### src/rtl/assert_macros.svh
// Assertion helpers shared by the RTL modules.
// Each macro expects the enclosing module to have a clock named clock and a
// synchronous, active high reset named reset.
`ifndef ASSERT_MACROS_SVH
`define ASSERT_MACROS_SVH

// Property that must hold at every clock edge outside reset.
`define SWHS_ASSERT(label, prop, msg) \
   label: assert property (@(posedge clock) disable iff (reset) (prop)) else $error(msg);

// Condition that must never be seen at a clock edge outside reset.
`define SWHS_ASSERT_NEVER(label, cond, msg) \
   label: assert property (@(posedge clock) disable iff (reset) !(cond)) else $error(msg);

`endif

### src/rtl/swhs_pkg.sv
`timescale 1ns / 1ps

package swhs_pkg;

   localparam int unsigned TimeWidth     = 32;
   localparam int unsigned CfgWidth      = 16;
   localparam int unsigned ResultWidth   = 15;
   localparam int unsigned CsrIndexWidth = 2;
   localparam int unsigned BitCountWidth = 5;

   // Main phase codes, also reported on the result channel.
   localparam logic [1:0] PH_START = 2'd0;
   localparam logic [1:0] PH_RECV  = 2'd1;
   localparam logic [1:0] PH_DONE  = 2'd2;
   localparam logic [1:0] PH_IDLE  = 2'd3;

   // Receiver phase codes.
   localparam logic [2:0] RX_PREAMBLE = 3'd0;
   localparam logic [2:0] RX_HUM      = 3'd1;
   localparam logic [2:0] RX_TEMP     = 3'd2;
   localparam logic [2:0] RX_SUM      = 3'd3;
   localparam logic [2:0] RX_END      = 3'd4;
   localparam logic [2:0] RX_ERROR    = 3'd5;

   // Configuration register indexes.
   localparam logic [CsrIndexWidth-1:0] CSR_START_LOW    = 2'd0;
   localparam logic [CsrIndexWidth-1:0] CSR_DATA_TIMEOUT = 2'd1;
   localparam logic [CsrIndexWidth-1:0] CSR_IDLE_DELAY   = 2'd2;

   localparam logic [CfgWidth-1:0] START_LOW_RESET    = 16'd20;
   localparam logic [CfgWidth-1:0] DATA_TIMEOUT_RESET = 16'd10;
   localparam logic [CfgWidth-1:0] IDLE_DELAY_RESET   = 16'd2000;

   // Edge interval windows in microseconds.
   localparam logic [TimeWidth-1:0] PRE_MIN_US   = 32'd129;
   localparam logic [TimeWidth-1:0] PRE_MAX_US   = 32'd180;
   localparam logic [TimeWidth-1:0] BIT0_MIN_US  = 32'd68;
   localparam logic [TimeWidth-1:0] BIT1_MIN_US  = 32'd101;
   localparam logic [TimeWidth-1:0] BIT1_LIMIT_US = 32'd160;

   localparam logic [BitCountWidth-1:0] WORD_BITS = 5'd16;
   localparam logic [BitCountWidth-1:0] SUM_BITS  = 5'd8;

   localparam logic [ResultWidth-1:0] DECIMAL_SCALE = 15'd100;

   typedef struct packed {
      logic restart;    // start pulse begins: rearm the receiver
      logic receiving;  // main phase is receiving
   } rx_ctl_type;

   typedef struct packed {
      logic failed;     // receiver saw a bad interval or a bad checksum
      logic finished;   // receiver holds a good frame
   } rx_status_type;

   // Integer byte times one hundred plus the decimal byte.
   function automatic logic [ResultWidth-1:0] pair_value(input logic [15:0] pair);
      logic [ResultWidth-1:0] hi;
      logic [ResultWidth-1:0] lo;
      hi = {7'd0, pair[15:8]};
      lo = {7'd0, pair[7:0]};
      return hi * DECIMAL_SCALE + lo;
   endfunction

endpackage

### src/rtl/swhs_rx.sv
`timescale 1ns / 1ps

`include "assert_macros.svh"

module swhs_rx (
   input  logic                                     clock,
   input  logic                                     reset,
   input  logic                                     edge_en,
   input  logic [swhs_pkg::TimeWidth-1:0]           now_us,
   input  swhs_pkg::rx_ctl_type                     rx_ctl,
   output swhs_pkg::rx_status_type                  rx_status,
   output logic [swhs_pkg::ResultWidth-1:0]         hum_result_in,
   output logic [swhs_pkg::ResultWidth-1:0]         temp_result_in
);

   logic [swhs_pkg::TimeWidth-1:0]     last_edge_ff, last_edge_in;
   logic [2:0]                         recv_phase_ff, recv_phase_in;
   logic [swhs_pkg::BitCountWidth-1:0] bit_count_ff, bit_count_in;
   logic [15:0]                        hum_shift_ff, hum_shift_in;
   logic [15:0]                        temp_shift_ff, temp_shift_in;
   logic [7:0]                         sum_shift_ff, sum_shift_in;
   logic [swhs_pkg::ResultWidth-1:0]   hum_result_ff, temp_result_ff;

   logic [swhs_pkg::TimeWidth-1:0]     dt;
   logic                               bit_ok;
   logic                               bit_val;
   logic                               preamble_ok;
   logic [swhs_pkg::BitCountWidth-1:0] count_inc;
   logic [7:0]                         sum_next;
   logic [7:0]                         byte_sum;

   assign dt          = now_us - last_edge_ff;
   assign preamble_ok = (dt >= swhs_pkg::PRE_MIN_US) && (dt <= swhs_pkg::PRE_MAX_US);
   assign bit_ok      = (dt >= swhs_pkg::BIT0_MIN_US) && (dt < swhs_pkg::BIT1_LIMIT_US);
   assign bit_val     = (dt >= swhs_pkg::BIT1_MIN_US);
   assign count_inc   = bit_count_ff + 5'd1;
   assign sum_next    = {sum_shift_ff[6:0], bit_val};
   assign byte_sum    = hum_shift_ff[15:8] + hum_shift_ff[7:0]
                      + temp_shift_ff[15:8] + temp_shift_ff[7:0];

   assign rx_status.failed   = (recv_phase_ff == swhs_pkg::RX_ERROR);
   assign rx_status.finished = (recv_phase_ff == swhs_pkg::RX_END);

   always_comb begin
      last_edge_in   = last_edge_ff;
      recv_phase_in  = recv_phase_ff;
      bit_count_in   = bit_count_ff;
      hum_shift_in   = hum_shift_ff;
      temp_shift_in  = temp_shift_ff;
      sum_shift_in   = sum_shift_ff;
      hum_result_in  = hum_result_ff;
      temp_result_in = temp_result_ff;

      if (rx_ctl.restart) begin
         recv_phase_in = swhs_pkg::RX_PREAMBLE;
         bit_count_in  = '0;
      end else if (edge_en) begin
         last_edge_in = now_us;
         if (rx_ctl.receiving) begin
            case (recv_phase_ff)
               swhs_pkg::RX_PREAMBLE: begin
                  if (preamble_ok) begin
                     bit_count_in  = '0;
                     recv_phase_in = swhs_pkg::RX_HUM;
                  end
               end
               swhs_pkg::RX_HUM: begin
                  if (!bit_ok) begin
                     recv_phase_in = swhs_pkg::RX_ERROR;
                  end else begin
                     hum_shift_in = {hum_shift_ff[14:0], bit_val};
                     bit_count_in = count_inc;
                     if (count_inc >= swhs_pkg::WORD_BITS) begin
                        bit_count_in  = '0;
                        recv_phase_in = swhs_pkg::RX_TEMP;
                     end
                  end
               end
               swhs_pkg::RX_TEMP: begin
                  if (!bit_ok) begin
                     recv_phase_in = swhs_pkg::RX_ERROR;
                  end else begin
                     temp_shift_in = {temp_shift_ff[14:0], bit_val};
                     bit_count_in  = count_inc;
                     if (count_inc >= swhs_pkg::WORD_BITS) begin
                        bit_count_in  = '0;
                        recv_phase_in = swhs_pkg::RX_SUM;
                     end
                  end
               end
               swhs_pkg::RX_SUM: begin
                  if (!bit_ok) begin
                     recv_phase_in = swhs_pkg::RX_ERROR;
                  end else begin
                     sum_shift_in = sum_next;
                     bit_count_in = count_inc;
                     if (count_inc >= swhs_pkg::SUM_BITS) begin
                        // The checksum byte is complete: keep the frame only if it adds up.
                        if (byte_sum == sum_next) begin
                           hum_result_in  = swhs_pkg::pair_value(hum_shift_ff);
                           temp_result_in = swhs_pkg::pair_value(temp_shift_ff);
                           bit_count_in   = '0;
                           recv_phase_in  = swhs_pkg::RX_END;
                        end else begin
                           recv_phase_in = swhs_pkg::RX_ERROR;
                        end
                     end
                  end
               end
               default: begin
               end
            endcase
         end
      end
   end

   always_ff @(posedge clock) begin
      if (reset) begin
         last_edge_ff   <= '0;
         recv_phase_ff  <= swhs_pkg::RX_PREAMBLE;
         bit_count_ff   <= '0;
         hum_shift_ff   <= '0;
         temp_shift_ff  <= '0;
         sum_shift_ff   <= '0;
         hum_result_ff  <= '0;
         temp_result_ff <= '0;
      end else begin
         last_edge_ff   <= last_edge_in;
         recv_phase_ff  <= recv_phase_in;
         bit_count_ff   <= bit_count_in;
         hum_shift_ff   <= hum_shift_in;
         temp_shift_ff  <= temp_shift_in;
         sum_shift_ff   <= sum_shift_in;
         hum_result_ff  <= hum_result_in;
         temp_result_ff <= temp_result_in;
      end
   end

   `SWHS_ASSERT(a_bit_count_range, bit_count_ff < swhs_pkg::WORD_BITS, "rx bit count left its range")
   `SWHS_ASSERT(a_restart_clears, rx_ctl.restart |=> (recv_phase_ff == swhs_pkg::RX_PREAMBLE && bit_count_ff == '0), "rx restart did not rearm the receiver")

endmodule

### src/rtl/swhs_ctl.sv
`timescale 1ns / 1ps

`include "assert_macros.svh"

module swhs_ctl (
   input  logic                                   clock,
   input  logic                                   reset,
   input  logic                                   tick_en,
   input  logic [swhs_pkg::TimeWidth-1:0]         now_ms,
   input  logic                                   csr_wr_en,
   input  logic [swhs_pkg::CsrIndexWidth-1:0]     csr_index,
   input  logic [swhs_pkg::CfgWidth-1:0]          csr_wr_data,
   input  swhs_pkg::rx_status_type                rx_status,
   output swhs_pkg::rx_ctl_type                   rx_ctl,
   output logic [1:0]                             phase_in,
   output logic                                   line_low_in,
   output logic                                   ready
);

   logic [swhs_pkg::CfgWidth-1:0]  start_low_ff, data_timeout_ff, idle_delay_ff;
   logic [1:0]                     phase_ff;
   logic                           line_low_ff;
   logic                           start_issued_ff, start_issued_in;
   logic [swhs_pkg::TimeWidth-1:0] start_time_ff, start_time_in;
   logic                           recv_armed_ff, recv_armed_in;
   logic [swhs_pkg::TimeWidth-1:0] recv_start_ff, recv_start_in;
   logic                           idle_armed_ff, idle_armed_in;
   logic [swhs_pkg::TimeWidth-1:0] idle_start_ff, idle_start_in;

   logic start_expired, recv_expired, idle_expired;
   logic restart;

   // Elapsed times are wrapping differences; a timer fires once strictly past its limit.
   assign start_expired = (now_ms - start_time_ff) > {16'd0, start_low_ff};
   assign recv_expired  = (now_ms - recv_start_ff) > {16'd0, data_timeout_ff};
   assign idle_expired  = (now_ms - idle_start_ff) > {16'd0, idle_delay_ff};

   assign rx_ctl.restart   = restart;
   assign rx_ctl.receiving = (phase_ff == swhs_pkg::PH_RECV);

   always_comb begin
      phase_in        = phase_ff;
      line_low_in     = line_low_ff;
      start_issued_in = start_issued_ff;
      start_time_in   = start_time_ff;
      recv_armed_in   = recv_armed_ff;
      recv_start_in   = recv_start_ff;
      idle_armed_in   = idle_armed_ff;
      idle_start_in   = idle_start_ff;
      ready           = 1'b0;
      restart         = 1'b0;

      if (tick_en) begin
         case (phase_ff)
            swhs_pkg::PH_START: begin
               if (!start_issued_ff) begin
                  start_issued_in = 1'b1;
                  line_low_in     = 1'b1;
                  start_time_in   = now_ms;
                  recv_armed_in   = 1'b0;
                  restart         = 1'b1;
               end else if (start_expired) begin
                  line_low_in     = 1'b0;
                  start_issued_in = 1'b0;
                  phase_in        = swhs_pkg::PH_RECV;
               end
            end
            swhs_pkg::PH_RECV: begin
               if (rx_status.failed) begin
                  phase_in = swhs_pkg::PH_START;
               end else if (rx_status.finished) begin
                  phase_in = swhs_pkg::PH_DONE;
               end else if (!recv_armed_ff) begin
                  recv_armed_in = 1'b1;
                  recv_start_in = now_ms;
               end else if (recv_expired) begin
                  recv_armed_in = 1'b0;
                  phase_in      = swhs_pkg::PH_START;
               end
            end
            swhs_pkg::PH_DONE: begin
               ready    = 1'b1;
               phase_in = swhs_pkg::PH_IDLE;
            end
            default: begin
               if (!idle_armed_ff) begin
                  idle_armed_in = 1'b1;
                  idle_start_in = now_ms;
               end else if (idle_expired) begin
                  idle_armed_in = 1'b0;
                  phase_in      = swhs_pkg::PH_START;
               end
            end
         endcase
      end
   end

   always_ff @(posedge clock) begin
      if (reset) begin
         start_low_ff    <= swhs_pkg::START_LOW_RESET;
         data_timeout_ff <= swhs_pkg::DATA_TIMEOUT_RESET;
         idle_delay_ff   <= swhs_pkg::IDLE_DELAY_RESET;
         phase_ff        <= swhs_pkg::PH_START;
         line_low_ff     <= 1'b0;
         start_issued_ff <= 1'b0;
         start_time_ff   <= '0;
         recv_armed_ff   <= 1'b0;
         recv_start_ff   <= '0;
         idle_armed_ff   <= 1'b0;
         idle_start_ff   <= '0;
      end else begin
         if (csr_wr_en) begin
            case (csr_index)
               swhs_pkg::CSR_START_LOW:    start_low_ff    <= csr_wr_data;
               swhs_pkg::CSR_DATA_TIMEOUT: data_timeout_ff <= csr_wr_data;
               swhs_pkg::CSR_IDLE_DELAY:   idle_delay_ff   <= csr_wr_data;
               default: begin
               end
            endcase
         end
         phase_ff        <= phase_in;
         line_low_ff     <= line_low_in;
         start_issued_ff <= start_issued_in;
         start_time_ff   <= start_time_in;
         recv_armed_ff   <= recv_armed_in;
         recv_start_ff   <= recv_start_in;
         idle_armed_ff   <= idle_armed_in;
         idle_start_ff   <= idle_start_in;
      end
   end

   `SWHS_ASSERT(a_line_low_in_start, line_low_ff |-> (phase_ff == swhs_pkg::PH_START && start_issued_ff), "line held low outside the start pulse")

endmodule

### src/rtl/single_wire_humidity_sensor_reader_top.sv
// Single-wire humidity and temperature sensor reader.
// Input channel (req_*): each transfer is either a poll tick (req_action 0,
// req_now_ms holds the millisecond time) or a falling edge seen on the data
// line (req_action 1, req_now_us holds the microsecond time). Poll ticks run
// the cycle: pull the line low for the start pulse, release it and receive,
// fall back to start on error or timeout, flag the reading ready, then idle.
// Result channel (rsp_*): exactly one transfer per input transfer, carrying
// the line drive, the ready flag, the last good humidity and temperature
// (integer*100 + decimal) and the main phase after that item.
// An accepted item is held in the input register until it can advance; it
// is then processed and its result loaded into the output register, which
// sets rsp_valid. Throughput is one item per cycle unless the result
// channel stalls, set by the single pass from the input register through
// the control and receive logic into the output register.
// When the receiver stalls, the result waits in the output register while
// one more item may be taken into the input register; req_stall rises only
// when both hold an item. Configuration (csr_*) writes bypass both stages.
// Synchronous reset restores the register defaults, clears both stages and
// returns the reader to the start phase with the line released.
`timescale 1ns / 1ps

`include "assert_macros.svh"

module single_wire_humidity_sensor_reader_top (
   input  logic                                  clock,
   input  logic                                  reset,
   // Input channel
   input  logic                                  req_valid,
   output logic                                  req_stall,
   input  logic                                  req_action,
   input  logic [swhs_pkg::TimeWidth-1:0]        req_now_ms,
   input  logic [swhs_pkg::TimeWidth-1:0]        req_now_us,
   // Result channel
   output logic                                  rsp_valid,
   input  logic                                  rsp_stall,
   output logic                                  rsp_drive_low,
   output logic                                  rsp_data_ready,
   output logic [swhs_pkg::ResultWidth-1:0]      rsp_humidity,
   output logic [swhs_pkg::ResultWidth-1:0]      rsp_temperature,
   output logic [1:0]                            rsp_phase,
   // Configuration write port
   input  logic                                  csr_wr_en,
   input  logic [swhs_pkg::CsrIndexWidth-1:0]    csr_index,
   input  logic [swhs_pkg::CfgWidth-1:0]         csr_wr_data
);

   // Input register stage.
   logic                           in_valid_ff;
   logic                           in_action_ff;
   logic [swhs_pkg::TimeWidth-1:0] in_now_ms_ff;
   logic [swhs_pkg::TimeWidth-1:0] in_now_us_ff;

   // Output register stage.
   logic                             rsp_valid_ff;
   logic                             rsp_drive_low_ff;
   logic                             rsp_data_ready_ff;
   logic [swhs_pkg::ResultWidth-1:0] rsp_humidity_ff;
   logic [swhs_pkg::ResultWidth-1:0] rsp_temperature_ff;
   logic [1:0]                       rsp_phase_ff;

   logic req_take;
   logic advance;
   logic tick_en;
   logic edge_en;

   swhs_pkg::rx_ctl_type             rx_ctl;
   swhs_pkg::rx_status_type          rx_status;
   logic [1:0]                       phase_in;
   logic                             line_low_in;
   logic                             ready;
   logic [swhs_pkg::ResultWidth-1:0] hum_result_in;
   logic [swhs_pkg::ResultWidth-1:0] temp_result_in;

   // The held item moves on whenever the output register is empty or being drained.
   assign advance   = in_valid_ff && (!rsp_valid_ff || !rsp_stall);
   assign req_stall = in_valid_ff && !advance;
   assign req_take  = req_valid && !req_stall;
   assign tick_en   = advance && !in_action_ff;
   assign edge_en   = advance && in_action_ff;

   swhs_ctl u_ctl (
      .clock       (clock),
      .reset       (reset),
      .tick_en     (tick_en),
      .now_ms      (in_now_ms_ff),
      .csr_wr_en   (csr_wr_en),
      .csr_index   (csr_index),
      .csr_wr_data (csr_wr_data),
      .rx_status   (rx_status),
      .rx_ctl      (rx_ctl),
      .phase_in    (phase_in),
      .line_low_in (line_low_in),
      .ready       (ready)
   );

   swhs_rx u_rx (
      .clock          (clock),
      .reset          (reset),
      .edge_en        (edge_en),
      .now_us         (in_now_us_ff),
      .rx_ctl         (rx_ctl),
      .rx_status      (rx_status),
      .hum_result_in  (hum_result_in),
      .temp_result_in (temp_result_in)
   );

   always_ff @(posedge clock) begin
      if (reset) begin
         in_valid_ff  <= 1'b0;
         rsp_valid_ff <= 1'b0;
      end else begin
         if (req_take) begin
            in_valid_ff <= 1'b1;
         end else if (advance) begin
            in_valid_ff <= 1'b0;
         end
         if (advance) begin
            rsp_valid_ff <= 1'b1;
         end else if (!rsp_stall) begin
            rsp_valid_ff <= 1'b0;
         end
      end
   end

   always_ff @(posedge clock) begin
      if (req_take) begin
         in_action_ff <= req_action;
         in_now_ms_ff <= req_now_ms;
         in_now_us_ff <= req_now_us;
      end
      if (advance) begin
         rsp_drive_low_ff   <= line_low_in;
         rsp_data_ready_ff  <= ready;
         rsp_humidity_ff    <= hum_result_in;
         rsp_temperature_ff <= temp_result_in;
         rsp_phase_ff       <= phase_in;
      end
   end

   assign rsp_valid       = rsp_valid_ff;
   assign rsp_drive_low   = rsp_drive_low_ff;
   assign rsp_data_ready  = rsp_data_ready_ff;
   assign rsp_humidity    = rsp_humidity_ff;
   assign rsp_temperature = rsp_temperature_ff;
   assign rsp_phase       = rsp_phase_ff;

   `SWHS_ASSERT(a_ready_enters_idle, (rsp_valid_ff && rsp_data_ready_ff) |-> (rsp_phase_ff == swhs_pkg::PH_IDLE), "ready reported outside the idle phase")
   `SWHS_ASSERT(a_drive_only_start, (rsp_valid_ff && rsp_drive_low_ff) |-> (rsp_phase_ff == swhs_pkg::PH_START), "line reported low outside the start phase")
   `SWHS_ASSERT_NEVER(a_stall_without_item, req_stall && !in_valid_ff, "input stalled with an empty input register")

endmodule
### config.mk
export PLATFORM = sky130hd
export DESIGN_NAME = single_wire_humidity_sensor_reader_top
export DESIGN_NICKNAME = d
export VERILOG_FILES = /design/src/rtl/swhs_pkg.sv /design/src/rtl/swhs_rx.sv /design/src/rtl/swhs_ctl.sv /design/src/rtl/single_wire_humidity_sensor_reader_top.sv
export VERILOG_INCLUDE_DIRS = /design/src /design/src/rtl
export SDC_FILE = /design/constraint.sdc
export NUM_CORES = 1
export LEC_CHECK = 0
export BUFFER_PORTS_ARGS = -buffer_cell sky130_fd_sc_hd__buf_2
export CORE_AREA = 4 4 217 219
export CTS_CLUSTER_DIAMETER = 80
export DETAILED_ROUTE_END_ITERATION = 8
export DIE_AREA = 0 0 221 223
export PLACE_DENSITY = 0.84
export REMOVE_ABC_BUFFERS = 1
export SLEW_MARGIN = 20
export SYNTH_ARGS = -nofsm -noshare
export SYNTH_HDL_FRONTEND = slang
export SYNTH_HIERARCHICAL = 1
export SYNTH_SLANG_ARGS = --single-unit
### constraint.sdc
create_clock -name clock -period 5.2 [get_ports clock]
set_input_delay 1.56 -clock clock [delete_from_list [all_inputs] [get_ports clock]]
set_output_delay 1.56 -clock clock [all_outputs]
set_load 0.02 [all_outputs]
==> results.md, run 1 <==
- Slowest cell on crit path: edfxtp_1
- Cell Pwr Density: 271.5 nW/um^2
- Clock Pin Slew Worst Setup and Hold Paths: 60 ps
- Drt first pass iters: 5
- Ant diodes: 0
- Most used DFF post-synth: dfxtp_1
- Area grow syn2layout: 10.55%
- Clock Skew: 25.56 ps
- Vias: 21780
- ANT nets after route: 0
- Req. time, crit path: 5510 ps
- Net count, final: 3456
- Gp weighted congestion: 0.9564
- EDFF count, synth: 99
- Final Cycle Share: 0.9406
- Crit Path Category: reg -> reg
- Critical path cell sequence: inv_1 -> ha_1 -> inv_1 -> fa_1 -> a21o_1 -> a221o_2 -> a211o_1 -> nand2_1 -> xnor2_1 -> ha_1 -> a21oi_1 -> nand2_1 -> a221oi_1 -> a22o_1 -> o211a_1 -> nand4_1 -> a2111oi_4 -> a311o_1 -> a211oi_1
- Final Non-Filler Cells: 3726
- Hold crit path type: reg -> reg
- Pins over their slew limit: 0
- Seq cells post-synth: 360
- CTS Sinks: 360
- Final Critical Period: 4891 ps
- Largest net degree at the start of global routing: 133
- GRT Total Usage: 0.2459
- Die W: 221 um
- Die height: 223 um
- Largest stage delay on the critical path: 430 ps
- Crit path buffers/inverters: 2
- Placed cell count: 3649
- Slew @ Worst Pin: 974.5 ps
- Synthesis warning total: 6
- Final Hold Vio Count: 0
- Fillers: 3917
- CP Capture Type: flip-flop
- Routed vias/inst: 5.845
- Slew HR: 0.3503
- Clk pwr share: 0.427
- First-pass GRT wire length: 102000 um
- Core Region: 45090 um^2
- Number of core rows: 78
- Reg power frac: 0.410
- Status: completed
- MaxCap Viol Count: 0
- H-tree lvl count: 2
- # IOs: 124
- Startpoint class of the critical path: flip-flop
- # DRC: 0
- Design area: 27170 um^2
- Initial antenna violation count: 0
- DP HPWL: 45650 um
- Share of cells above drive strength 1: 0.08957
- Leakage: 0.01106 uW
- Crit path DAT: 5200 ps
- Comb power frac: 0.163
- Final setup fails: 0
- Seq/Total Area, Yosys: 0.3335
- Hold-fix buffers, CTS: 0
- Crit path max fanout: 5
- Synth async-reset ratio: 0
- Wire per inst: 16.89 um
- Yosys cell types: 103
- CTS Buffer Depth: 3
- Int Power: 5329 uW
- Sw frac: 0.2776
- Mapped Area: 24580 um^2
- Mean Syn Cell Area: 8.126 um^2
- CTS Root Cell: clkbuf_16
- Placement-stage cell area: 25650 um^2
- Clock latency on the worst-skew pair: 580 ps
- Cells after synthesis: 3025
- Vias in the first global route: 20870
- CTS Buf Count: 42
- CP delay by family, top: compound AO/OA/AOI/OAI gates
- Max VDD drop: 0.2456 mV
- Final wirelength: 62940 um
- Post CTS Setup Buffer Count: 0
- P_sw: 2048 uW
- Initial Utilization: 0.5451
- IO Port Bufs: 123
- Max Clk Rate: 0.2045 GHz
- Area of the die: 49280 um^2
- CTS tree: built
- RSZ-0062 raised after global routing: no
- Detailed Route Iter0 Violations: 1511
- Grt ovf: 0
[cells in the final DEF (no fill, tap or decap), types with 57 or more instances in the layout]
master | synthesis | routed
a21o_1 | 57 | 57
dfxtp_1 | 261 | 261
inv_1 | 260 | 260
xnor2_1 | 93 | 93
buf_2 | 14 | 122
nor2_1 | 156 | 152
o21ai_0 | 127 | 125
ha_1 | 249 | 249
a21oi_1 | 391 | 390
edfxtp_1 | 99 | 99
nand3_1 | 70 | 70
nand2_1 | 535 | 535
[flip-flops by register name, indices dropped and copies added (netlist names), 2 cells and up]
signal	flops
u_ctl/start_low_ff	16
u_ctl/data_timeout_ff	16
rsp_temperature	15
rsp_phase	2
u_rx/recv_phase_ff	3
u_rx/hum_shift_ff	16
rsp_humidity	15
in_now_ms_ff	32
u_rx/last_edge_ff	32
u_rx/temp_result_ff	15
u_rx/temp_shift_ff	16
u_ctl/idle_delay_ff	16
u_ctl/recv_start_ff	32
u_rx/bit_count_ff	5
u_ctl/idle_start_ff	32
u_ctl/phase_ff	2
u_rx/hum_result_ff	15
u_ctl/start_time_ff	32
u_rx/sum_shift_ff	7
in_now_us_ff	32
[layout make-up]
| cell class | instances | area (um^2) | area share |
|---|---|---|---|
| Timing Repair Buffer | 152 | 854.6 | 0.03145 |
| Inverter | 261 | 979.7 | 0.03605 |
| Clock buffer | 53 | 1175 | 0.04324 |
| Sequential cell | 360 | 8198 | 0.3017 |
| Multi-Input combinational cell | 2276 | 14920 | 0.5490 |
| Tap cell | 600 | 750.7 | 0.02763 |
| Clock inverter | 24 | 297.8 | 0.01096 |
[per-stage QoR]
stage	worst slack [ps]	util	hold WS [ps]	TNS [ps]	total power (uW)
after floorplan	-1590	-	430.3	-161700	3896
after detailed placement	-194.1	0.5689	446.3	-342.8	4257
after global placement	-59.13	0.5689	441.5	-59.13	4237
after CTS	99.93	0.6019	454.2	0	7421
final	309.0	0.6027	451.6	0	7377
after global routing	41.47	0.6027	465.5	0	7692
[path summary, 6_finish.rpt]
| check | start | endpoint | slack, ps | cells past startpoint |
|---|---|---|---|---|
| worst max-delay path | in_now_ms_ff[0] | rsp_phase[0] | 310 | 19 |
| worst min-delay path | u_ctl/idle_start_ff[26] | u_ctl/idle_start_ff[26] | 450 | 2 |
| worst max register to register | in_now_ms_ff[0] | rsp_phase[0] | 310 | 19 |
| worst min register to register | u_ctl/idle_start_ff[26] | u_ctl/idle_start_ff[26] | 450 | 2 |
[power by group through the flow]
stage          sequential (uW)  clock [uW]  combinational (uW)
2_1_floorplan             3080           0                 814
3_3_place_gp              3080           0                1150
3_5_place_dp              3090           0                1170
4_1_cts                   3030        3210                1180
5_1_grt                   3030        3320                1330
6_report                  3030        3150                1200
[cell usage after synthesis (8+ instances only)]
cell type	count	area [um^2]
and3_1	14	87.58
nor2_1	156	585.6
clkbuf_1	102	382.9
nand3_1	70	350.3
o21bai_1	18	135.1
or4_1	8	60.06
a21o_1	57	427.9
nand4_1	49	306.5
o21ai_1	13	65.06
a21oi_1	391	1957
o21ai_0	127	635.6
o211ai_1	19	142.6
fa_1	26	520.5
buf_2	14	70.07
and2_1	16	100.1
nor3_1	34	170.2
inv_1	260	975.9
nand2b_1	22	137.6
nor2b_1	20	125.1
xor2_1	51	446.7
nor4_1	13	81.33
a211oi_1	23	172.7
edfxtp_1	99	2973
dfxtp_1	261	5225
and4_1	8	70.07
a211o_1	15	131.4
or2_2	9	56.30
a31oi_1	20	125.1
a221oi_1	8	70.07
or3_1	15	93.84
ha_1	249	3115
xnor2_1	93	814.5
o31ai_1	11	82.58
o21a_1	16	120.1
mux2i_1	39	390.4
nand2_1	535	2008
o211a_1	8	80.08
[timing repair]
| item | CTS | global route |
|---|---|---|
| pin swaps | 0 | 4 |
| setup endpoints to repair | 4 | 6 |
| cloned | 0 | 0 |
| resized for setup | 3 | 7 |
[cells by family after synthesis]
family | Yosys count | synth area share
buffers and inverters | 389 | 0.06271
AND/OR/NAND/NOR | 1008 | 0.1872
adder cells (fa/ha/maj) | 275 | 0.1479
multiplexers | 40 | 0.01634
flip-flops | 360 | 0.3335
XOR/XNOR | 144 | 0.05131
AO/OA/AOI/OAI | 809 | 0.2010
[layer usage]
| layer | routed length (um) | vias up | global-route usage |
|---|---|---|---|
| li1 | - | 10710 | - |
| met1 | 26120 | 10230 | 0.3004 |
| met2 | 30350 | 663 | 0.4290 |
| met3 | 3898 | 171 | 0.04184 |
| met4 | 2565 | 0 | 0.1061 |
| met5 | 0 | - | 0 |
[worst min-delay path: stages, from the launching register on]
cell and delay [ps]:
dfxtp_1 310, nand2_1 50, a21oi_1 50
Power figures use the tool's default switching activity.
==> run 2, diff against run 1 <==
--- a/config.mk
+++ b/config.mk
@@ -8,10 +8,11 @@
 export LEC_CHECK = 0
 export BUFFER_PORTS_ARGS = -buffer_cell sky130_fd_sc_hd__buf_2
 export CORE_AREA = 4 4 217 219
+export CTS_BUF_LIST = sky130_fd_sc_hd__clkbuf_4
 export CTS_CLUSTER_DIAMETER = 80
 export DETAILED_ROUTE_END_ITERATION = 8
 export DIE_AREA = 0 0 221 223
-export PLACE_DENSITY = 0.84
+export PLACE_DENSITY = 0.75
 export REMOVE_ABC_BUFFERS = 1
 export SLEW_MARGIN = 20
 export SYNTH_ARGS = -nofsm -noshare
==> results.md, run 2 (synthesis results as in run 1) <==
- Detailed Route Iter0 Violations: 1701 (was 1511)
- Placed cell count: 3665 (was 3649)
- Critical Path Start: in_now_ms_ff[0] (unchanged)
- Crit path max fanout: 5 (unchanged)
- Worst flop-to-flop path startpoint: in_now_ms_ff[0] (unchanged)
- Area grow syn2layout: 9.952% (was 10.55%)
- # DRC: 0 (unchanged)
- Final Cycle Share: 0.9462 (was 0.9406)
- Cell Pwr Density: 250.2 nW/um^2 (was 271.5 nW/um^2)
- ANT nets after route: 0 (unchanged)
- Slew @ Worst Pin: 960.4 ps (was 974.5 ps)
- Die W: 221 um (unchanged)
- Pins over their slew limit: 0 (unchanged)
- Clock latency on the worst-skew pair: 870 ps (was 580 ps)
- RSZ-0062 raised after global routing: no (unchanged)
- Commonest non-fill, non-tap cell in the layout: nand2_1 (unchanged)
- Area of the die: 49280 um^2 (unchanged)
- Hold-fix buffers, CTS: 0 (unchanged)
- Clock Pin Slew Worst Setup and Hold Paths: 60 ps (about the same)
- Net count, final: 3528 (was 3456)
- Worst R2R Setup Slack: 280 ps (was 310 ps)
- Crit path DAT: 5520 ps (was 5200 ps)
- Crit Path Category: reg -> reg (unchanged)
- Placement-stage cell area: 25760 um^2 (was 25650 um^2)
- H-tree lvl count: 3 (was 2)
- Grt ovf: 0 (unchanged)
- Vias: 22310 (was 21780)
- Initial Utilization: 0.5451 (unchanged)
- Register Area: 8198 um^2 (unchanged)
- Fillers: 4108 (was 3917)
- CTS Sinks: 360 (unchanged)
- CTS tree: built (unchanged)
- Max VDD drop: 0.2205 mV (was 0.2456 mV)
- Share of cells above drive strength 1: 0.1169 (was 0.08957)
- Gp weighted congestion: 0.9343 (was 0.9564)
- Number of core rows: 78 (unchanged)
- CTS Buffer Depth: 3 (unchanged)
- Core Region: 45090 um^2 (unchanged)
- Final wirelength: 66480 um (was 62940 um)
- GRT Total Usage: 0.2613 (was 0.2459)
- Final Hold Vio Count: 0 (unchanged)
- Design area: 27030 um^2 (was 27170 um^2)
- Final Non-Filler Cells: 3846 (was 3726)
- Largest net degree at the start of global routing: 120 (was 133)
- Wire per inst: 17.28 um (was 16.89 um)
- MaxCap Viol Count: 0 (unchanged)
- Status: completed (unchanged)
- # IOs: 124 (unchanged)
- Clock Skew: 47.36 ps (was 25.56 ps)
- Area occupied by multi-input gates: 14890 um^2 (was 14920 um^2)
- Fin Setup TNS: 0 ps (unchanged)
- Routed vias/inst: 5.801 (was 5.845)
- CTS Root Cell: clkbuf_4 (was clkbuf_16)
- Hold path start: u_ctl/idle_delay_ff[5] (was u_ctl/idle_start_ff[26])
- Initial antenna violation count: 3 (was 0)
- Hold crit path type: reg -> reg (unchanged)
- Leakage: 0.01116 uW (was 0.01106 uW)
- CTS Buf Count: 98 (was 42)
- DP HPWL: 49470 um (was 45650 um)
- Final Critical Period: 4920 ps (was 4891 ps)
- Drt first pass iters: 5 (unchanged)
- Slew HR: 0.3597 (was 0.3503)
- Final setup fails: 0 (unchanged)
- Most frequent cells in the layout: 535 x nand2_1, 390 x a21oi_1, 261 x dfxtp_1 (unchanged)
- Startpoint class of the critical path: flip-flop (unchanged)
- Max Clk Rate: 0.2032 GHz (was 0.2045 GHz)
- Die height: 223 um (unchanged)
- Req. time, crit path: 5790 ps (was 5510 ps)
- CP Capture Type: flip-flop (unchanged)
- First-pass GRT wire length: 107800 um (was 102000 um)
- Vias in the first global route: 21820 (was 20870)
- IO Port Bufs: 123 (unchanged)
-- run 2: cell types whose count changed in the layout (fill, tap and decap cells not counted), moves of 2 or more --
cell        delta
clkbuf_4     +145
clkbuf_16     -44
clkinv_1      +18
buf_4         +17
bufinv_16      -6
clkbuf_1       -5
diode_2        +5
clkbuf_8       -4
clkinvlp_4     -3
inv_6          -2
-- run 2: where the power goes --
| part | total (uW) | leakage, uW | switching, uW | internal [uW] |
|---|---|---|---|---|
| logic | 1220 | 0.00737 | 760 | 465 |
| clock network | 2510 | 0.000741 | 1230 | 1280 |
| registers | 3020 | 0.00305 | 60.3 | 2960 |
| total | 6760 | 0.0112 | 2050 | 4710 |
-- run 2: final timing paths --
check                           end  cells after the start
min          u_ctl/idle_delay_ff[5]                      2
min reg2reg  u_ctl/idle_delay_ff[5]                      2
max                    rsp_phase[0]                     20
max reg2reg            rsp_phase[0]                     20
-- run 2: layer usage --
metal  wire length, um  part of all wire  track usage  vias up
met5                 0                 0            0        -
met4              2248             0.034       0.1033        0
met3              3826             0.058      0.04658      170
met2             32300              0.49       0.4612      683
met1             28100              0.42       0.3175    10540
li1                  -                 -            -    10920
-- run 2: layout make-up --
type,count,area share
multi-input cells,2276,0.5510
flip-flops and latches,360,0.3033
clock buffers,145,0.04028
inverters,261,0.03625
repair buffers,168,0.03560
well taps,600,0.02778
clock inverters,31,0.005324
diodes,5,0.0004630
-- run 2: metrics by stage --
stage / setup slack, ps / total power (uW) / util / hold WS [ps]
final: 279.6 / 6761 / 0.5994 / 454.0
after global routing: 13.96 / 7149 / 0.5993 / 469.5
after CTS: 92.13 / 6829 / 0.5986 / 455.0
after detailed placement: 125.0 / 4280 / 0.5713 / 446.5
after global placement: 290.7 / 4250 / 0.5713 / 441.5
after floorplan: -1590 / 3896 / - / 430.3
-- run 2: worst max-delay path, cell delays in order (launching register included) --
cell	delay, ps
edfxtp_1	390
inv_1	100
buf_4	120
ha_1	170
inv_1	60
fa_1	400
a21o_1	200
a221o_2	420
a211o_1	360
nand2_1	120
xnor2_1	130
ha_1	280
a21oi_1	150
nand2_1	60
a221oi_1	290
a22o_1	220
o211a_1	180
nand4_1	220
a2111oi_4	390
a311o_1	290
a211oi_1	100
-- run 2: repair_timing --
| item | 4_1_cts | 5_1_grt |
|---|---|---|
| endpoints found under the setup margin | 0 | 6 |
| buffers inserted | 0 | 0 |
| resized for setup | 0 | 6 |
==> run 3, diff against run 2 <==
--- a/config.mk
+++ b/config.mk
@@ -6,12 +6,13 @@
 export SDC_FILE = /design/constraint.sdc
 export NUM_CORES = 1
 export LEC_CHECK = 0
+export ABC_AREA = 1
 export BUFFER_PORTS_ARGS = -buffer_cell sky130_fd_sc_hd__buf_2
-export CORE_AREA = 4 4 217 219
+export CORE_AREA = 4 4 224 226
 export CTS_BUF_LIST = sky130_fd_sc_hd__clkbuf_4
 export CTS_CLUSTER_DIAMETER = 80
 export DETAILED_ROUTE_END_ITERATION = 8
-export DIE_AREA = 0 0 221 223
+export DIE_AREA = 0 0 228 230
 export PLACE_DENSITY = 0.75
 export REMOVE_ABC_BUFFERS = 1
 export SLEW_MARGIN = 20
==> results.md, run 3 <==
- Cells after synthesis: 3842 (was 3025)
- Design area: 28710 um^2 (was 27030 um^2)
- Worst flop-to-flop path startpoint: u_rx/hum_shift_ff[9] (was in_now_ms_ff[0])
- Area grow syn2layout: 9.268% (was 9.952%)
- Layout Utilization: 0.5938 (was 0.5994)
- CTS Root Cell: clkbuf_4 (unchanged)
- Seq/Total Area, Yosys: 0.3121 (was 0.3335)
- Crit Path Category: reg -> reg (unchanged)
- Detailed Route Iter0 Violations: 1537 (was 1701)
- RSZ-0062 raised after global routing: no (unchanged)
- Post CTS Setup Buffer Count: 0 (unchanged)
- Vias in the first global route: 23020 (was 21820)
- Area occupied by multi-input gates: 15100 um^2 (was 14890 um^2)
- Final setup fails: 0 (unchanged)
- Net count, final: 4363 (was 3528)
- Simple-Gate Fraction of Synth Area: 0.2666 (was 0.1872)
- Clock Skew: 65.32 ps (was 47.36 ps)
- GRT Total Usage: 0.2533 (was 0.2613)
- Post-synthesis mux area share: 0 (was 0.01634)
- Most used DFF post-synth: dfxtp_1 (unchanged)
- Worst hold stages: 2 (unchanged)
- Drt first pass iters: 5 (unchanged)
- H-tree lvl count: 3 (unchanged)
- Sw frac: 0.3211 (was 0.3039)
- Hold path start: u_rx/last_edge_ff[16] (was u_ctl/idle_delay_ff[5])
- Final Critical Period: 4579 ps (was 4920 ps)
- Final Cycle Share: 0.8806 (was 0.9462)
- Share of cells above drive strength 1: 0.09446 (was 0.1169)
- Die W: 228 um (was 221 um)
- CP Capture Type: flip-flop (unchanged)
- IO Port Bufs: 123 (unchanged)
- Most frequent cell after synthesis: nand2_1 (unchanged)
- Post-synth top area cell: dfxtp_1 (unchanged)
- Adder-cell share of the synthesized area: 0.1384 (was 0.1479)
- Leakage: 0.01445 uW (was 0.01116 uW)
- Most frequent cells in the layout: 984 x nand2_1, 697 x inv_1, 354 x a21oi_1 (was 535 x nand2_1, 390 x a21oi_1, 261 x dfxtp_1)
- CTS Buf Count: 95 (was 98)
- Reg power frac: 0.426 (was 0.447)
- Grt ovf: 0 (unchanged)
- Pins over their slew limit: 0 (unchanged)
- Fillers: 4707 (was 4108)
- Placement-stage cell area: 27460 um^2 (was 25760 um^2)
- Area of the die: 52440 um^2 (was 49280 um^2)
- Synth Area in Compound Gates: 0.1337 (was 0.2010)
- Final WS setup: 620.6 ps (was 279.6 ps)
- Max VDD drop: 0.2019 mV (was 0.2205 mV)
- Int Power: 4850 uW (was 4706 uW)
- Synth async-reset ratio: 0 (unchanged)
- Seq cells post-synth: 360 (unchanged)
- Worst R2R Setup Slack: 620 ps (was 280 ps)
- MaxCap Viol Count: 0 (unchanged)
- Core Region: 48340 um^2 (was 45090 um^2)
- CTS Buffer Depth: 3 (unchanged)
- Slew HR: 0.3392 (was 0.3597)
- Routed vias/inst: 5.149 (was 5.801)
- Status: completed (unchanged)
- Mapped Area: 26270 um^2 (was 24580 um^2)
- Commonest non-fill, non-tap cell in the layout: nand2_1 (unchanged)
- Cell Pwr Density: 248.9 nW/um^2 (was 250.2 nW/um^2)
- Initial antenna violation count: 2 (was 3)
- Slew @ Worst Pin: 990.1 ps (was 960.4 ps)
- Mean Syn Cell Area: 6.838 um^2 (was 8.126 um^2)
- # IOs: 124 (unchanged)
- Yosys cell types: 51 (was 103)
- Vias: 24220 (was 22310)
- Hold crit path type: reg -> reg (unchanged)
- DP HPWL: 52760 um (was 49470 um)
- Reg2reg end: rsp_humidity[6] (was rsp_phase[0])
- EDFF count, synth: 99 (unchanged)
- Synthesis warning total: 6 (unchanged)
- Max Clk Rate: 0.2184 GHz (was 0.2032 GHz)
- Critical Path Start: u_rx/hum_shift_ff[9] (was in_now_ms_ff[0])
- Hold Path Sink: u_rx/last_edge_ff[16] (was u_ctl/idle_delay_ff[5])
- Clock latency on the worst-skew pair: 840 ps (was 870 ps)
- Initial Utilization: 0.5434 (was 0.5451)
- Startpoint class of the critical path: flip-flop (unchanged)
- Post-CTS sizing: 0 (unchanged)
- List of most frequent post-synthesis cells: 986 x nand2_1, 699 x inv_1, 354 x a21oi_1 (was 535 x nand2_1, 391 x a21oi_1, 261 x dfxtp_1)
- Clk pwr share: 0.357 (was 0.372)
- Pre-CTS setup slack: 336.4 ps (was 125.0 ps)
- Number of core rows: 81 (was 78)
- Largest net degree at the start of global routing: 84 (was 120)
- Gp weighted congestion: 0.9696 (was 0.9343)
- Crit path DAT: 5150 ps (was 5520 ps)
- Comb power frac: 0.216 (was 0.181)
- Hold-fix buffers, CTS: 0 (unchanged)
- Clock Pin Slew Worst Setup and Hold Paths: 70 ps (was 60 ps)
- Register Area: 8198 um^2 (unchanged)
- R2R cell count: 14 (was 20)
- ANT nets after route: 0 (unchanged)
- Synth top area cells: dfxtp_1 20%, nand2_1 14%, ha_1 12% (was dfxtp_1 21%, ha_1 13%, edfxtp_1 12%)
- Die height: 230 um (was 223 um)
- Post-Synth XOR/XNOR Area: 0.03601 (was 0.05131)
- Req. time, crit path: 5770 ps (was 5790 ps)
- Final Hold Vio Count: 0 (unchanged)
- Crit path max fanout: 37 (was 5)
- CTS tree: built (unchanged)
- CTS Sinks: 360 (unchanged)
- Final wirelength: 67780 um (was 66480 um)
- P_sw: 2294 uW (was 2055 uW)
- # DRC: 0 (unchanged)
- First-pass GRT wire length: 110100 um (was 107800 um)
- Top cell type's share of synthesized area: 0.1989 (was 0.2126)
- Wire per inst: 14.41 um (was 17.28 um)
- Largest family of logic cells by synthesized area: simple AND/OR/NAND/NOR gates (was compound AO/OA/AOI/OAI gates)
-- run 3: cell types whose count changed after synthesis, moves of 65 or more --
cell,change
inv_1,+439
nand2_1,+451
nand3_1,+88
nor2_1,+132
o21ai_0,+121
xnor2_1,-65
-- run 3: cell type report --
cell class,count,share of cell area
Multi-Input combinational cell,2698,0.5262
Inverter,709,0.09276
Tap cell,622,0.02711
Clock inverter,32,0.006233
Timing Repair Buffer,136,0.02485
Antenna cell,5,0.0004359
Sequential cell,360,0.2856
Clock buffer,141,0.03688
-- run 3: power by group through the flow --
stage	sequential, uW	clock [uW]	combinational [uW]
2_1_floorplan	3090	0	1120
3_3_place_gp	3110	0	1500
3_5_place_dp	3110	0	1520
4_1_cts	3050	2640	1530
5_1_grt	3060	2790	1770
6_report	3050	2550	1550
-- run 3: worst max path at each step --
stage / endpoint / depth (start not counted)
final: rsp_humidity[6] / 14
after global routing: rsp_humidity[6] / 14
after CTS: rsp_humidity[6] / 14
after detailed placement: rsp_temperature[4] / 20
after global placement: rsp_humidity[14] / 20
after floorplan: rsp_humidity[13] / 19
-- run 3: logic make-up after synthesis --
group	count (synthesis)
buf+inv	784
xor+xnor	108
simple gates	1646
flops	360
fa+ha+maj	275
compound gates	669
-- run 3: per-stage QoR --
step / setup TNS [ps] / power [uW] / instances / hold WS [ps]
floorplan: -27970 / 4214 / 3767 / 433.1
global route: 0 / 7612 / 4703 / 474.6
detailed placement: 0 / 4632 / 4525 / 450.4
global placement: 0 / 4609 / 4525 / 442.9
CTS: 0 / 7216 / 4698 / 459.0
finish: 0 / 7144 / 4703 / 453.6
-- run 3: layer usage --
layer | up-vias | routed length, um | global-route usage
met4 | 0 | 2699 | 0.1095
met2 | 582 | 32550 | 0.4490
met1 | 10820 | 29110 | 0.3022
li1 | 12650 | - | -
met5 | - | 0 | 0
met3 | 172 | 3416 | 0.04447
-- run 3: worst max-delay path, cell delays in order (launching register included) --
cell and delay (ps):
dfxtp_1 470, fa_1 490, fa_1 540, ha_1 170, inv_1 60, fa_1 390, o21ai_0 280, xor2_1 230
nor2_1 60, nor2_1 100, nand3_1 70, nor3_1 430, nand4_4 580, o21ai_2 350, inv_1 60
